`config.mk`:
```
export PLATFORM = sky130hd
export DESIGN_NAME = mrpt_mulmod
export DESIGN_NICKNAME = d
export VERILOG_FILES = /design/src/rtl/core/mrpt_mulmod.sv
export SDC_FILE = /design/constraint.sdc
export NUM_CORES = 1
export LEC_CHECK = 0
export BUFFER_PORTS_ARGS = -buffer_cell sky130_fd_sc_hd__buf_2
export CORE_UTILIZATION = 45
export DETAILED_ROUTE_END_ITERATION = 12
export PLACE_DENSITY = 0.72
export SLEW_MARGIN = 15
export SYNTH_ARGS = -nofsm -noshare
export SYNTH_HDL_FRONTEND = slang
export SYNTH_SLANG_ARGS = --single-unit
```
`constraint.sdc`:
```
create_clock -name clk -period 18.4 [get_ports clk]
set_input_delay 5.52 -clock clk [delete_from_list [all_inputs] [get_ports clk]]
set_output_delay 5.52 -clock clk [all_outputs]
set_load 0.02 [all_outputs]
```
`src/rtl/core/mrpt_mulmod.sv`:
```
module mrpt_mulmod #(
  parameter int W = 64
) (
  input  logic         clk,
  input  logic         rst_n,
  input  logic         start,
  input  logic [W-1:0] a,
  input  logic [W-1:0] b,
  input  logic [W-1:0] m,
  output logic         busy,
  output logic [W-1:0] r
);
  localparam int CW = $clog2(W + 1);

  logic [W-1:0] r_r, r_nxt, a_r, b_r, m_r;
  logic [CW-1:0] cnt_r;
  logic busy_r;
  logic [W-1:0] d, room_a;

  function automatic logic [W-1:0] addm(input logic [W-1:0] x, input logic [W-1:0] y,
                                        input logic [W-1:0] mm);
    logic [W-1:0] room;
    room = mm - y;
    return (x >= room) ? x - room : x + y;
  endfunction

  always_comb begin
    d = addm(r_r, r_r, m_r);
    room_a = addm(d, a_r, m_r);
    r_nxt = b_r[W-1] ? room_a : d;
  end

  always_ff @(posedge clk) begin
    if (!rst_n) begin
      busy_r <= 1'b0;
      cnt_r <= '0;
    end else if (start) begin
      busy_r <= 1'b1;
      cnt_r <= CW'(W);
    end else if (busy_r) begin
      cnt_r <= cnt_r - 1'b1;
      if (cnt_r == CW'(1)) busy_r <= 1'b0;
    end
  end

  always_ff @(posedge clk) begin
    if (start) begin
      r_r <= '0;
      a_r <= a;
      b_r <= b;
      m_r <= m;
    end else if (busy_r) begin
      r_r <= r_nxt;
      b_r <= {b_r[W-2:0], 1'b0};
    end
  end

  assign busy = busy_r;
  assign r = r_r;
endmodule

```
==> results.py <==
metrics = {
    "outcome": {
        "outcome": "complete, no violations",
    },
    "yosys": {
        "postSynthAreaPerCell_um2": 8.14,
        "ys_warn_count": 0,
        "synth_top_cell_area_share_pct": 19.6,
        "syn_area_um2": 29400,
        "async_flop_share_pct": 0,
        "syn-num-nets": 4107,
        "ys_ff_latch": 264,
        "synth_area_leaders": "edfxtp_1 20%, ha_1 13%, a21oi_1 6.7%, xnor2_1 5.6%, dfxtp_1 4.9%",
        "synthCells": 3609,
        "synth_edf_count": 192,
        "ys_types": 106,
        "post-synth-top-area-cell": "edfxtp_1",
        "synthFlopType": "edfxtp_1",
        "synth.yosys.seq_area_share_pct": 24.5,
    },
    "final_layout": {
        "final_area_um2": 32600,
        "final_layout_size_suffix_gt1_share_pct": 12.7,
        "multi_input_area_um2": 20800,
        "nFillCells": 6344,
        "register_area_um2": 7210,
        "fin_nets": 4285,
        "area_delta_synth_final_pct": 11.0,
        "finalNonFillerCells": 4672,
    },
    "timing": {
        "worstMarginPinSlew_ns": 1.07,
        "period_share_pct": 74.6,
        "tns_ns": 0,
        "rsz0062_at_grt": "false",
        "fin_hold_ws_ns": 0.495,
        "max_freq_ghz": 0.0728,
        "relSlewSlack_pct": 28.2,
        "min_period_ns": 13.73,
        "setup_viol": 0,
        "slew_viol_final": 0,
        "skew_ns": 0.0313,
        "finalHoldViolations": 0,
    },
    "job": {
        "cap_viol_max_count": 0,
    },
    "clocking": {
        "cts_sinks": 264,
        "cts_root_buf": "clkbuf_16",
        "cts-resized-gates": 0,
        "ctsHoldBuffers": 0,
        "clkLatencyLatePin_ns": 0.59,
        "numCtsBuffers": 36,
        "path_clk_slew_ns": 0.06,
        "cts_tree": "done",
        "post_cts_buffers": 0,
        "clockBufferDepth": 3,
        "cts-htree-levels": 2,
    },
    "global_route": {
        "grt_pass1_vias": 25956,
        "grt_pass1_wl_um": 149000,
        "antenna_found_initial": 2,
        "grt_util_all_layers_pct": 28.6,
        "grt_overflow": 0,
        "grt_max_degree": 73,
    },
    "worst_setup_path": {
        "cp-end-kind": "flip-flop",
        "crit_fanout": 59,
        "critPathMaxStageDelay_ns": 0.64,
        "cpMaxStageDelayCell": "or2_1",
        "critPathArrivalTime_ns": 14.24,
        "critPathKind": "flip-flop to flip-flop",
        "required_ns": 18.91,
        "r2r_setup_slack_ns": 4.67,
        "start_kind": "flip-flop",
        "path_common_cell": "o21ai_0",
    },
    "die": {
        "fp.dieH_um": 258,
        "start_util_pct": 45.6,
        "io_pins": 260,
        "rows": 93,
        "die_area_um2": 66300,
        "core_um2": 64500,
        "die_x_um": 258,
    },
    "route": {
        "drt_pass1_iterations": 8,
        "detail-route-antenna-nets": 0,
        "vias": 28485,
        "wl_per_cell_um": 21.1,
        "drc": 0,
        "drt_wl_total_um": 98400,
        "routed_via_density": 6.10,
        "drt_iter0_markers": 2948,
    },
    "placed_design": {
        "place_area_um2": 31400,
        "dp_hpwl_um": 77900,
        "numPortBuffers": 259,
        "gp_congestion": 1.02,
        "place_inst": 4604,
    },
    "pwr": {
        "ir_drop_v": 0.0000865,
        "powerDensity_nw_per_um2": 184,
        "power.leakage_nw": 14.1,
    },
    "min_path": {
        "min_path_type": "flip-flop to flip-flop",
    },
}
stage by stage:
stage / total power [mW] / worst slack (ns) / util (%)
after floorplan: 4.08 / 7.79 / -
after global placement: 5.15 / 5.48 / 48.7
after detailed placement: 5.13 / 5.04 / 48.7
after CTS: 5.91 / 4.99 / 50.6
after global routing: 6.42 / 3.89 / 50.6
final: 6.01 / 4.67 / 50.6
worst max-delay path: cells and delay by family, from the launching register on:
kind | cells | cell delay, ns
flops | 1 | 0.45
simple gates | 9 | 2.40
xor+xnor | 1 | 0.11
buf+inv | 4 | 1.87
mux | 1 | 0.41
fa+ha+maj | 3 | 1.15
compound gates | 28 | 7.12
routing by layer:
layer,global-route usage [%],routed length (µm)
met3,4.26,7200
met5,0,0
met2,45.1,44100
met4,10.9,3790
met1,39.3,43400
cells in the mapped netlist (70+ instances only):
cell and number:
nor2_1 294, a21oi_1 392, xor2_1 123, dfxtp_1 72
xnor2_1 188, inv_1 216, ha_1 300, o21ai_0 197
nand2_1 259, clkbuf_1 100, a21o_1 155, nand3_1 70
edfxtp_1 192
logic make-up (layout without fill, tap and decap cells):
family / count (synthesis) / after routing / synth area share [%]
compound gates: 1272 / 1272 / 28.3
xor+xnor: 313 / 313 / 9.40
fa+ha+maj: 322 / 322 / 13.6
buf+inv: 358 / 564 / 4.68
flops: 264 / 264 / 24.5
mux: 89 / 89 / 3.33
other cells: 0 / 2 / 0
simple gates: 991 / 991 / 16.1
sequential cells by signal, summed over array words and instances, names as in the netlist:
| signal | cells |
|---|---|
| m_r | 64 |
| a_r | 64 |
| cnt_r | 7 |
| r | 64 |
| b_r | 64 |
| busy | 1 |
report_power, final:
| part | internal, mW | switching (mW) | total (mW) |
|---|---|---|---|
| Clock | 0.439 | 0.311 | 0.750 |
| Sequential | 0.720 | 0.0917 | 0.811 |
| Combinational | 1.67 | 2.77 | 4.45 |
final timing paths:
path / cells past startpoint / startpoint / endpoint
hold reg to reg: 2 / r[27]$_SDFFE_PP0P_ / r[27]$_SDFFE_PP0P_
setup / recovery: 46 / r[2]$_SDFFE_PP0P_ / r[42]$_SDFFE_PP0P_
hold / removal: 2 / r[27]$_SDFFE_PP0P_ / r[27]$_SDFFE_PP0P_
setup reg to reg: 46 / r[2]$_SDFFE_PP0P_ / r[42]$_SDFFE_PP0P_
placed cells by master (no fill, tap or decap), drive strengths merged, types with 26 or more instances in the layout:
cell type | netlist | routed
a211oi | 59 | 59
a21o | 155 | 155
a21oi | 399 | 399
a31oi | 47 | 47
and3 | 29 | 29
buf | 39 | 279
clkbuf | 100 | 39
dfxtp | 72 | 72
edfxtp | 192 | 192
ha | 300 | 300
inv | 217 | 218
mux2 | 67 | 67
nand2 | 260 | 260
nand2b | 59 | 59
nand3 | 70 | 70
nand4 | 58 | 58
nor2 | 296 | 296
nor2b | 48 | 48
nor3 | 64 | 64
o211ai | 26 | 26
o21a | 52 | 52
o21ai | 253 | 253
o21bai | 54 | 54
o22ai | 36 | 36
o31ai | 32 | 32
xnor2 | 188 | 188
xor2 | 124 | 124
layout make-up:
class	count	area share, %
clock inverter	27	0.982
sequential	264	22.1
antenna	2	0.0153
timing repair buffer	279	4.46
inverter	219	2.52
clock buffer	39	2.83
tap	855	3.28
multi-input combinational	2987	63.8
No activity file was read; power rests on OpenSTA's default activity.
